### config.mk
export PLATFORM = sky130hd
export DESIGN_NAME = i2c_master_transaction
export DESIGN_NICKNAME = d
export VERILOG_FILES = /design/src/rtl/i2cm_pkg.sv /design/src/rtl/i2cm_in_stage.sv /design/src/rtl/i2cm_core.sv /design/src/rtl/i2c_master_transaction.sv
export SDC_FILE = /design/constraint.sdc
export NUM_CORES = 1
export LEC_CHECK = 0
export ABC_AREA = 1
export BUFFER_PORTS_ARGS = -buffer_cell sky130_fd_sc_hd__buf_2
export CAP_MARGIN = 20
export CORE_ASPECT_RATIO = 1.4
export CORE_MARGIN = 2
export CORE_UTILIZATION = 25
export CTS_BUF_LIST = sky130_fd_sc_hd__clkbuf_16
export DETAILED_ROUTE_END_ITERATION = 8
export GPL_ROUTABILITY_DRIVEN = 0
export PLACE_DENSITY_LB_ADDON = 0.05
export SETUP_SLACK_MARGIN = 0.4
export SLEW_MARGIN = 20
export SYNTH_ARGS = -nofsm -noshare
export SYNTH_HDL_FRONTEND = slang
export SYNTH_HIERARCHICAL = 1
export SYNTH_SLANG_ARGS = --single-unit
### constraint.sdc
create_clock -name clk -period 5.45 [get_ports clk]
set_input_delay 0 -clock clk [delete_from_list [all_inputs] [get_ports clk]]
set_output_delay 0 -clock clk [all_outputs]
set_load 0.01 [all_outputs]
### src/rtl/i2cm_pkg.sv
// Shared types and constants of the I2C master transaction block.
// Used by every RTL module and by the checker; depends on nothing.
package i2cm_pkg;

    localparam int unsigned TICK_W = 16;

    localparam logic [1:0] CFG_HIGH_TICKS = 2'd0;
    localparam logic [1:0] CFG_LOW_TICKS  = 2'd1;
    localparam logic [1:0] CFG_FAST_MODE  = 2'd2;

    localparam logic [TICK_W-1:0] HIGH_TICKS_RESET = 16'd4;
    localparam logic [TICK_W-1:0] LOW_TICKS_RESET  = 16'd5;

    // Bit counter value of the acknowledge slot, and the one after it.
    localparam logic [3:0] ACK_SLOT  = 4'd8;
    localparam logic [3:0] ACK_DONE  = 4'd9;

    localparam logic KIND_TICK = 1'b0;
    localparam logic KIND_BYTE = 1'b1;

    typedef struct packed {
        logic       kind;
        logic       scl_in;
        logic       sda_in;
        logic [7:0] byte_value;
        logic       final_byte;
    } item_t;

    typedef struct packed {
        logic       scl_low;
        logic       sda_low;
        logic [7:0] read_byte;
        logic       read_valid;
        logic       nacked;
        logic       finished;
        logic       wants_byte;
        logic       overrun;
    } result_t;

    typedef struct packed {
        logic [TICK_W-1:0] high_ticks;
        logic [TICK_W-1:0] low_ticks;
        logic              fast_mode;
    } cfg_t;

endpackage

### src/rtl/i2cm_in_stage.sv
// Input register of the I2C master transaction block.
// Holds one accepted item until the step logic consumes it; uses i2cm_pkg.
module i2cm_in_stage
    import i2cm_pkg::*;
(
    input  logic  clk,
    input  logic  rst_n,
    input  logic  item_valid,
    output logic  item_stall,
    input  item_t item,
    input  logic  advance,
    output logic  held_valid,
    output item_t held_item
);

    logic  valid_reg;
    logic  valid_next;
    item_t item_reg;

    // The register can take a new item when it is empty or is being drained.
    assign item_stall = valid_reg && !advance;
    assign valid_next = item_valid || (valid_reg && !advance);

    always_ff @(posedge clk or negedge rst_n)
    begin
        if (!rst_n)
        begin
            valid_reg <= 1'b0;
        end
        else
        begin
            valid_reg <= valid_next;
        end
    end

    always_ff @(posedge clk)
    begin
        if (item_valid && !item_stall)
        begin
            item_reg <= item;
        end
    end

    assign held_valid = valid_reg;
    assign held_item  = item_reg;

endmodule

### src/rtl/i2cm_core.sv
// Phase machine, counters and holding register of the I2C master.
// Computes the result of one item from the current state; uses i2cm_pkg.
module i2cm_core
    import i2cm_pkg::*;
(
    input  logic    clk,
    input  logic    rst_n,
    input  logic    fire,
    input  item_t   item,
    input  cfg_t    cfg,
    output result_t result
);

    typedef enum logic [3:0] {
        PH_IDLE     = 4'd0,
        PH_ST_WAIT  = 4'd1,
        PH_ST_DELAY = 4'd2,
        PH_ST_HOLD  = 4'd3,
        PH_ST_LOW   = 4'd4,
        PH_LOAD     = 4'd5,
        PH_BIT_LOW  = 4'd6,
        PH_BIT_HWT  = 4'd7,
        PH_BIT_HIGH = 4'd8,
        PH_TAIL     = 4'd9,
        PH_SP_LOW   = 4'd10,
        PH_SP_HWT   = 4'd11,
        PH_SP_HIGH  = 4'd12,
        PH_SP_SDA   = 4'd13
    } phase_t;

    phase_t            phase_reg,        phase_next;
    logic [7:0]        shift_reg_reg,    shift_reg_next;
    logic [3:0]        bit_count_reg,    bit_count_next;
    logic [TICK_W-1:0] tick_count_reg,   tick_count_next;
    logic              read_mode_reg,    read_mode_next;
    logic              is_address_reg,   is_address_next;
    logic [7:0]        hold_data_reg,    hold_data_next;
    logic              hold_full_reg,    hold_full_next;
    logic              hold_last_reg,    hold_last_next;
    logic              current_last_reg, current_last_next;

    logic [TICK_W-1:0] wait_limit;
    logic [TICK_W-1:0] wait_lim;
    logic [TICK_W:0]   wait_n;
    logic              wait_done;
    logic [TICK_W-1:0] wait_count;
    logic              transmitting;
    logic              tx_next;
    logic [7:0]        shifted;
    logic [7:0]        rbyte;
    logic              rvalid;
    logic              nack;
    logic              fin;
    logic              ovr;
    logic              scl_drive;
    logic              sda_drive;

    // Tick limit of the phase that is waiting; phases that do not wait ignore it.
    always_comb
    begin
        case (phase_reg)
            PH_ST_DELAY: wait_limit = cfg.fast_mode ? cfg.high_ticks : cfg.low_ticks;
            PH_ST_HOLD,
            PH_BIT_HIGH,
            PH_SP_HIGH:  wait_limit = cfg.high_ticks;
            default:     wait_limit = cfg.low_ticks;
        endcase
    end

    // A limit of zero counts as one tick.
    assign wait_lim     = (wait_limit == '0) ? TICK_W'(1) : wait_limit;
    assign wait_n       = {1'b0, tick_count_reg} + (TICK_W+1)'(1);
    assign wait_done    = wait_n >= {1'b0, wait_lim};
    assign wait_count   = wait_done ? '0 : wait_n[TICK_W-1:0];
    assign transmitting = !read_mode_reg || is_address_reg;
    assign shifted      = {shift_reg_reg[6:0], item.sda_in};

    always_comb
    begin
        phase_next        = phase_reg;
        shift_reg_next    = shift_reg_reg;
        bit_count_next    = bit_count_reg;
        tick_count_next   = tick_count_reg;
        read_mode_next    = read_mode_reg;
        is_address_next   = is_address_reg;
        hold_data_next    = hold_data_reg;
        hold_full_next    = hold_full_reg;
        hold_last_next    = hold_last_reg;
        current_last_next = current_last_reg;
        rbyte             = 8'h00;
        rvalid            = 1'b0;
        nack              = 1'b0;
        fin               = 1'b0;
        ovr               = 1'b0;

        if (item.kind == KIND_BYTE)
        begin
            // A byte arriving on a full holding register is dropped.
            if (hold_full_reg)
            begin
                ovr = 1'b1;
            end
            else
            begin
                hold_data_next = item.byte_value;
                hold_last_next = item.final_byte;
                hold_full_next = 1'b1;
            end
        end
        else
        begin
            case (phase_reg)
                PH_IDLE:
                begin
                    if (hold_full_reg)
                    begin
                        phase_next      = PH_ST_WAIT;
                        tick_count_next = '0;
                    end
                end
                PH_ST_WAIT,
                PH_BIT_HWT,
                PH_SP_HWT:
                begin
                    // Wait here while a slave stretches SCL.
                    if (item.scl_in)
                    begin
                        case (phase_reg)
                            PH_ST_WAIT: phase_next = PH_ST_DELAY;
                            PH_BIT_HWT: phase_next = PH_BIT_HIGH;
                            default:    phase_next = PH_SP_HIGH;
                        endcase
                        tick_count_next = '0;
                    end
                end
                PH_ST_DELAY:
                begin
                    tick_count_next = wait_count;
                    if (wait_done)
                    begin
                        phase_next = PH_ST_HOLD;
                    end
                end
                PH_ST_HOLD:
                begin
                    tick_count_next = wait_count;
                    if (wait_done)
                    begin
                        phase_next = PH_ST_LOW;
                    end
                end
                PH_ST_LOW:
                begin
                    tick_count_next = wait_count;
                    if (wait_done)
                    begin
                        phase_next = PH_LOAD;
                    end
                end
                PH_LOAD:
                begin
                    // SCL stays low here until the next byte is in the holding register.
                    if (hold_full_reg)
                    begin
                        shift_reg_next    = hold_data_reg;
                        current_last_next = hold_last_reg;
                        hold_full_next    = 1'b0;
                        if (is_address_reg)
                        begin
                            read_mode_next = hold_data_reg[0];
                        end
                        bit_count_next  = '0;
                        tick_count_next = '0;
                        phase_next      = PH_BIT_LOW;
                    end
                end
                PH_BIT_LOW:
                begin
                    tick_count_next = wait_count;
                    if (wait_done)
                    begin
                        phase_next = PH_BIT_HWT;
                    end
                end
                PH_BIT_HIGH:
                begin
                    tick_count_next = wait_count;
                    if (wait_done)
                    begin
                        if (bit_count_reg < ACK_SLOT)
                        begin
                            shift_reg_next = shifted;
                            bit_count_next = 4'(bit_count_reg + 4'd1);
                            if (4'(bit_count_reg + 4'd1) == ACK_SLOT)
                            begin
                                if (!transmitting)
                                begin
                                    rbyte  = shifted;
                                    rvalid = 1'b1;
                                end
                                phase_next = PH_TAIL;
                            end
                            else
                            begin
                                phase_next = PH_BIT_LOW;
                            end
                        end
                        else if (transmitting && item.sda_in)
                        begin
                            // The slave refused the byte: release the bus and start over.
                            nack            = 1'b1;
                            hold_full_next  = 1'b0;
                            phase_next      = PH_IDLE;
                            is_address_next = 1'b1;
                            read_mode_next  = 1'b0;
                            bit_count_next  = '0;
                            tick_count_next = '0;
                        end
                        else
                        begin
                            bit_count_next = ACK_DONE;
                            phase_next     = PH_TAIL;
                        end
                    end
                end
                PH_TAIL:
                begin
                    tick_count_next = wait_count;
                    if (wait_done)
                    begin
                        if (bit_count_reg == ACK_SLOT)
                        begin
                            phase_next = PH_BIT_LOW;
                        end
                        else
                        begin
                            is_address_next = 1'b0;
                            phase_next      = current_last_reg ? PH_SP_LOW : PH_LOAD;
                        end
                    end
                end
                PH_SP_LOW:
                begin
                    tick_count_next = wait_count;
                    if (wait_done)
                    begin
                        phase_next = PH_SP_HWT;
                    end
                end
                PH_SP_HIGH:
                begin
                    tick_count_next = wait_count;
                    if (wait_done)
                    begin
                        phase_next = PH_SP_SDA;
                    end
                end
                PH_SP_SDA:
                begin
                    if (item.sda_in)
                    begin
                        fin             = 1'b1;
                        phase_next      = PH_IDLE;
                        is_address_next = 1'b1;
                        read_mode_next  = 1'b0;
                        bit_count_next  = '0;
                        tick_count_next = '0;
                    end
                end
                default:
                begin
                    phase_next      = PH_IDLE;
                    is_address_next = 1'b1;
                    read_mode_next  = 1'b0;
                    bit_count_next  = '0;
                    tick_count_next = '0;
                end
            endcase
        end
    end

    // Pin drives follow the state after this item.
    assign tx_next = !read_mode_next || is_address_next;

    always_comb
    begin
        case (phase_next) inside
            PH_ST_LOW, PH_LOAD, PH_BIT_LOW, PH_TAIL, PH_SP_LOW: scl_drive = 1'b1;
            default:                                            scl_drive = 1'b0;
        endcase
    end

    always_comb
    begin
        case (phase_next) inside
            PH_ST_HOLD, PH_ST_LOW, PH_SP_LOW, PH_SP_HWT, PH_SP_HIGH:
            begin
                sda_drive = 1'b1;
            end
            PH_BIT_LOW, PH_BIT_HWT, PH_BIT_HIGH:
            begin
                if (bit_count_next < ACK_SLOT)
                begin
                    sda_drive = tx_next ? !shift_reg_next[7] : 1'b0;
                end
                else
                begin
                    // In the acknowledge slot a receiving master answers NACK on the last byte.
                    sda_drive = tx_next ? 1'b0 : !current_last_next;
                end
            end
            default:
            begin
                sda_drive = 1'b0;
            end
        endcase
    end

    always_comb
    begin
        result.scl_low    = scl_drive;
        result.sda_low    = sda_drive;
        result.read_byte  = rbyte;
        result.read_valid = rvalid;
        result.nacked     = nack;
        result.finished   = fin;
        result.wants_byte = !hold_full_next;
        result.overrun    = ovr;
    end

    always_ff @(posedge clk or negedge rst_n)
    begin
        if (!rst_n)
        begin
            phase_reg        <= PH_IDLE;
            shift_reg_reg    <= '0;
            bit_count_reg    <= '0;
            tick_count_reg   <= '0;
            read_mode_reg    <= 1'b0;
            is_address_reg   <= 1'b1;
            hold_full_reg    <= 1'b0;
            hold_last_reg    <= 1'b0;
            current_last_reg <= 1'b0;
        end
        else if (fire)
        begin
            phase_reg        <= phase_next;
            shift_reg_reg    <= shift_reg_next;
            bit_count_reg    <= bit_count_next;
            tick_count_reg   <= tick_count_next;
            read_mode_reg    <= read_mode_next;
            is_address_reg   <= is_address_next;
            hold_full_reg    <= hold_full_next;
            hold_last_reg    <= hold_last_next;
            current_last_reg <= current_last_next;
        end
    end

    always_ff @(posedge clk)
    begin
        if (fire)
        begin
            hold_data_reg <= hold_data_next;
        end
    end

endmodule

### src/rtl/i2c_master_transaction.sv
// Top level of the bit-level I2C master transaction block.
// Uses i2cm_pkg, i2cm_in_stage and i2cm_core.
//
// Item channel (item_valid, item_stall, item): a tick item carries the sampled
// SCL and SDA pin levels and advances the bus phase machine; a byte item puts
// one message byte into the one-entry holding register. The first byte of a
// transaction is the slave address, and its bit 0 selects a read.
// Result channel (result_valid, result_stall, result): exactly one result per
// item, in order, with the pin drives and the status flags for that item.
// An accepted item lands in the input register; its result is written to the
// output register when that register is empty or being taken, and is offered
// from then on. Throughput is one item per cycle while the receiver does not
// stall; the step from the input register to the output register is combinational.
// When the receiver stalls, the result holds and the input register still
// takes one more item; after that item_stall rises until the result moves.
// Reset empties both registers and returns to idle with the address expected
// next. The user must write timing registers through cfg_we, cfg_index and
// cfg_data only while no item is in flight; the block does not enforce this.
module i2c_master_transaction
    import i2cm_pkg::*;
(
    input  logic              clk,
    input  logic              rst_n,
    input  logic              item_valid,
    output logic              item_stall,
    input  item_t             item,
    output logic              result_valid,
    input  logic              result_stall,
    output result_t           result,
    input  logic              cfg_we,
    input  logic [1:0]        cfg_index,
    input  logic [TICK_W-1:0] cfg_data
);

    logic              held_valid;
    item_t             held_item;
    logic              advance;
    result_t           step_result;
    cfg_t              cfg;
    logic              result_valid_reg;
    logic              result_valid_next;
    result_t           result_reg;
    logic [TICK_W-1:0] high_ticks_reg;
    logic [TICK_W-1:0] low_ticks_reg;
    logic              fast_mode_reg;

    // The held item moves on when the output register is free or being taken.
    assign advance           = held_valid && (!result_valid_reg || !result_stall);
    assign result_valid_next = advance || (result_valid_reg && result_stall);

    i2cm_in_stage u_in_stage (
        .clk        (clk),
        .rst_n      (rst_n),
        .item_valid (item_valid),
        .item_stall (item_stall),
        .item       (item),
        .advance    (advance),
        .held_valid (held_valid),
        .held_item  (held_item)
    );

    assign cfg.high_ticks = high_ticks_reg;
    assign cfg.low_ticks  = low_ticks_reg;
    assign cfg.fast_mode  = fast_mode_reg;

    i2cm_core u_core (
        .clk    (clk),
        .rst_n  (rst_n),
        .fire   (advance),
        .item   (held_item),
        .cfg    (cfg),
        .result (step_result)
    );

    always_ff @(posedge clk or negedge rst_n)
    begin
        if (!rst_n)
        begin
            high_ticks_reg <= HIGH_TICKS_RESET;
            low_ticks_reg  <= LOW_TICKS_RESET;
            fast_mode_reg  <= 1'b0;
        end
        else if (cfg_we)
        begin
            case (cfg_index)
                CFG_HIGH_TICKS: high_ticks_reg <= cfg_data;
                CFG_LOW_TICKS:  low_ticks_reg  <= cfg_data;
                CFG_FAST_MODE:  fast_mode_reg  <= cfg_data[0];
                default:        ;
            endcase
        end
    end

    always_ff @(posedge clk or negedge rst_n)
    begin
        if (!rst_n)
        begin
            result_valid_reg <= 1'b0;
        end
        else
        begin
            result_valid_reg <= result_valid_next;
        end
    end

    always_ff @(posedge clk)
    begin
        if (advance)
        begin
            result_reg <= step_result;
        end
    end

    assign result_valid = result_valid_reg;
    assign result       = result_reg;

endmodule

# After elaboration in Yosys (flattened, before gate mapping)
# Index checks and enable logic that the tools add are counted.
[op_classes]
add_sub_neg = 2
multipliers = 0
div = 0
magnitude_cmp = 3
eq_ne = 33
shifts = 0
muxes = 75
n_bitwise = 7
reduce_logical = 42
[ops]
columns = ["operator", "n"]
rows = [
  ["$mux W16", 9],
  ["$mux W4", 23],
  ["$pmux W16 S5", 1],
  ["$eq A4 B4 Y1 const B", 13],
  ["$pmux W4 S12", 1],
  ["$eq A4 B3 Y1 const B", 8],
  ["$mux W8", 4],
  ["$pmux W16 S2", 1],
  ["$mux W1", 30],
  ["$reduce_or A11 Y1", 2],
  ["$add A16 B1 Y17 const B", 1],
  ["$ge A17 B16 Y1", 1],
  ["$logic_not A16 Y1", 1],
  ["$pmux W4 S4", 1],
  ["$pmux W8 S2", 1],
  ["$reduce_or A5 Y1", 3],
  ["$eq A4 B2 Y1 const B", 3],
  ["$logic_not A1 Y1", 9],
  ["$reduce_or A3 Y1", 3],
  ["$lt A4 B4 Y1 const B", 2],
  ["$ne A2 B1 Y1 const B", 4],
  ["$pmux W1 S4", 2],
  ["$pmux W4 S2", 1],
  ["$not A1 Y1", 7],
  ["19 further kinds", 31],
]
[totals]
ff_bits = 107
latchBits = 0
mem_bits_rw = 0
mem_bits_ro = 0
inputBits = 35
output_inout_bits = 17
word_cells = 191
mem_count = 0

# Longest topological paths before layout
[depth]
ltp_word = 14
depth_mapped = 32
mapped_depth_nobuf = 31

# Hierarchy
# The synthesis kept the hierarchy.
[by_module_without_submodules]
columns = ["mod", "n_inst", "cells_each", "area_each_um2", "seq_area_each_um2"]
rows = [
  ["i2cm_core", 1, 514, 3861.2, 1167.4],
  ["i2c_master_transaction", 1, 168, 1871.8, 1305.0],
  ["i2cm_in_stage", 1, 19, 417.9, 385.4],
]

# Least setup slack after synthesis
# OpenSTA, ideal clock, no wires.
[synth_timing]
path_type = "register to register"
startpoint = "register u_core.phase_reg[2]"
endpoint = "register result_reg (netlist bit result[13]) (data pin)"
setup_ns = 0.251
arrival_time_ns = 3.517
required_time_ns = 5.199
path_slack_ns = 1.682
stages_incl_launch_ff = 26
n_path_buf = 3
period_less_slack_ns = 3.768
cell_sequence = "dfrtp_1 nor2_2 nand2_1 o22ai_4 buf_6 mux2i_1 nand4_1 o41ai_1 ha_1 inv_1 nor2_1 nand2_1 o21ai_0 nand2_1 nand3_4 buf_8 nand2_1 nand3_1 nand3_2 mux2i_4 nand3_1 nand2_1 nand2_1 inv_1 nand2_1 buf_4"
[synth_between]
elab_chain_cells = 14
word_cells_on_any_way = 71
classes_between = "order compare: 2; eq/ne: 21; mux: 36; reduce/logical: 12"
[synth_rtl]
columns = ["element", "line", "rtl"]
rows = [
  ["start, declared", "i2cm_core.sv:31", "phase_t phase_reg, phase_next;"],
  ["start signal, assigned", "i2cm_core.sv:347", "phase_reg <= phase_next;"],
  ["parallel branches: the longest is 14 deep, another holds $ge A17 B16 Y1", "n/a", ""],
  ["end signal, assigned", "i2c_master_transaction.sv:110", "result_reg <= step_result;"],
  ["end, declared", "i2c_master_transaction.sv:42", "result_t result_reg;"],
]
# Several ways; the timed one is not identified. The select of a mux whose other input is x is not followed.
# A chain may end at the register's enable or synchronous reset.

# Final worst setup path
[layout_timing]
startpoint = "register u_core.phase_reg[0]"
endpoint = "register result_reg (netlist bit result[13]) (data pin)"
# The elaborated chain is that of the path after synthesis.

==> impl_metrics.yaml <==
global_routing:
  first_global_vias: 5075
  grt_pass1_wl_mm: 28.26
  antenna_found_initial: 0
  grt_use_total_pct: 14.51
  gr-total-overflow: 0
  grt_max_degree: 73
drt:
  dr.pass1.iters: 6
  detail-route-antenna-nets: 0
  num_vias: 4947
  wl_mm: 17.82
  via_per_inst: 4.534
  dr.first_iter.drc_count: 284
  wire_per_inst_um: 16.33
  drc: 0
place:
  pre_cts_slack_ns: 0.9405
  portBuffers: 51
  dpl_cell_area_um2: 6645
  placedCellCount: 1041
  place_hpwl_mm: 13.34
yosys:
  synth_top_area_share_pct: 27.66
  synthCells: 701
  seq_area_frac_synth_pct: 46.46
  synth_nets: 756
  syn_area_um2: 6151
  synthFlopType: "dfrtp_1"
  yosys_warnings: 6
  avgSynthCellArea_um2: 8.774
  yosys_register_bits: 107
  synthArstFlopShare_pct: 67.29
  synth_top_cells_by_area: "dfrtp_1, edfxtp_1, nand2_1"
  synthDistinctLibCells: 55
  synth_enable_flop_cells: 35
  synth_area_leader_cell: "dfrtp_1"
cells_and_area:
  drive_above_1_share_pct: 19.08
  fin_area_um2: 7296
  antenna_cells: 0
  layout.cells.non_filler: 1091
  nFillCells: 2555
  syn_to_final_growth_pct: 18.61
  nets: 831
sta:
  final.setup.worst_slack_ns: 1.230
  min_period_over_period_pct: 77.43
  rsz0062_at_grt: "no"
  period_needed_ns: 4.220
  skew_ns: 0.01375
  final_hold_viol_count: 0
  tns_ns: 0
  tightestPinTransition_ns: 0.9709
  slew_headroom_pct: 35.27
  max_freq_ghz: 0.2370
  setup_viol: 0
  drv_slew: 0
floorplan:
  rows: 67
  start_util_pct: 25.57
  die_area_um2: 25890
  ios: 52
  die_w_um: 136.6
  die_h_um: 189.6
  core-area_um2: 24060
setup_path:
  cp.arrival_ns: 4.34
  required_ns: 5.57
  worstPathMaxFanout: 16
  critPathCaptureType: "flip-flop"
  worstSetupPathType: "reg -> reg"
  start_kind: "flip-flop"
pwr:
  peakVddDrop_mv: 0.1659
  power.density_nw_per_um2: 385.1
  p_total_uw: 2810
  p_leak_uw: 0.003353
clocking:
  cts_buffers: 9
  cts_max_level: 3
  cts-root-buf: "clkbuf_16"
  clkLatencyLatePin_ns: 0.37
  clkSinkCount: 107
  clk_pin_slew_worst_paths_ns: 0.08
  cts_tree: "built"
  cts_buffer_depth: 2
status:
  outcome: "complete, no violations"
min_path:
  hold_class: "in -> reg"
run:
  maxCapViolCount: 0
==> cell type report <==
type | instances | area [um^2] | share of cell area (%)
Clock buffer | 9 | 225.2 | 3.087
Tap cell | 310 | 387.9 | 5.316
Sequential cell | 107 | 2858 | 39.17
Inverter | 82 | 310.3 | 4.253
Multi-Input combinational cell | 488 | 2809 | 38.50
Clock inverter | 7 | 61.31 | 0.8403
Timing Repair Buffer | 88 | 644.4 | 8.832
==> through the flow <==
step,utilization [%],hold slack [ns]
floorplan,-,-0.2956
global placement,27.62,0.1774
global route,30.32,0.1024
finish,30.32,0.09694
CTS,30.14,0.07992
detailed placement,27.62,0.1786
==> power by group <==
group	switching [uW]	internal, uW
combinational	677	389
clock	343	321
sequential	115	965
total	1130	1680
==> Yosys cell counts (5+ instances only) <==
cell and instances:
a21oi_1 15, buf_2 7, buf_4 8, buf_6 5
dfrtp_1 68, edfxtp_1 35, ha_1 20, inv_1 60
inv_2 21, mux2i_1 16, nand2_1 194, nand2_2 11
nand3_1 41, nand4_1 27, nor2_1 42, nor2_2 5
nor2_4 8, o21ai_0 27, o21ai_1 11, o22ai_1 11
xor2_1 12
==> kinds of logic after synthesis <==
logic type | synth area share, %
xor+xnor | 1.851
fa+ha+maj | 4.068
compound gates | 9.439
flops | 46.46
simple gates | 27.10
mux | 3.153
buf+inv | 7.933
==> layer usage <==
metal / global-route usage [%] / up-vias / routed length [um]
li1: - / 2492 / -
met1: 15.64 / 2358 / 6892
met2: 28.10 / 76 / 10100
met3: 2.158 / 21 / 458
met4: 5.008 / 0 / 369
met5: 0 / - / 0
==> cells in the final DEF, fill, tap and decap left out, drive strengths merged, types with 7 or more instances in the layout <==
cell type,n
nor3,7
buf,56
ha,20
dfrtp,68
nand2,208
xor2,12
inv,85
nand4,27
clkbuf,9
dlygate4sd3,32
mux2i,17
o21ai,41
nand3,46
edfxtp,35
o22ai,12
a21oi,18
nor2,56
==> critical path: stages, from the launching register on <==
cell     delay [ns]
dfrtp_1        0.51
nor2_1         0.29
inv_2          0.12
o22ai_4        0.18
buf_12         0.18
mux2i_1        0.29
nand4_1        0.15
o41ai_1        0.39
ha_1           0.29
inv_1          0.05
nor2_1         0.04
nand2_1        0.05
o21ai_0        0.08
nand2_1        0.13
nand3_4        0.20
inv_2          0.30
nand2_1        0.08
nand2_1        0.08
nand2_1        0.05
nand2_1        0.10
nand2_2        0.11
inv_2          0.06
nor2_1         0.03
nand2_1        0.05
nand2_1        0.04
inv_1          0.04
nand2_1        0.05
==> worst paths after layout <==
path                                             to  cells after the start  slack, ns                     from
setup / recovery                         result[13]                     26       1.23      u_core/phase_reg[0]
hold / removal                     low_ticks_reg[0]                      3        0.1             cfg_index[0]
setup reg to reg                         result[13]                     26       1.23      u_core/phase_reg[0]
hold reg to reg             u_core/hold_data_reg[6]                      0       0.43  u_in_stage/held_item[7]
max in group asynchronous  u_core/tick_count_reg[4]                      2       4.72                    rst_n
min in group asynchronous      u_core/read_mode_reg                      2       0.24                    rst_n
==> timing repair <==
item	4_1_cts	5_1_grt
hold buffers	32	0
setup buffers	0	2
endpoints found under the hold margin	115	0
resized for setup	0	0
endpoints found under the setup margin	0	1
(Power assumes the default switching activity.)
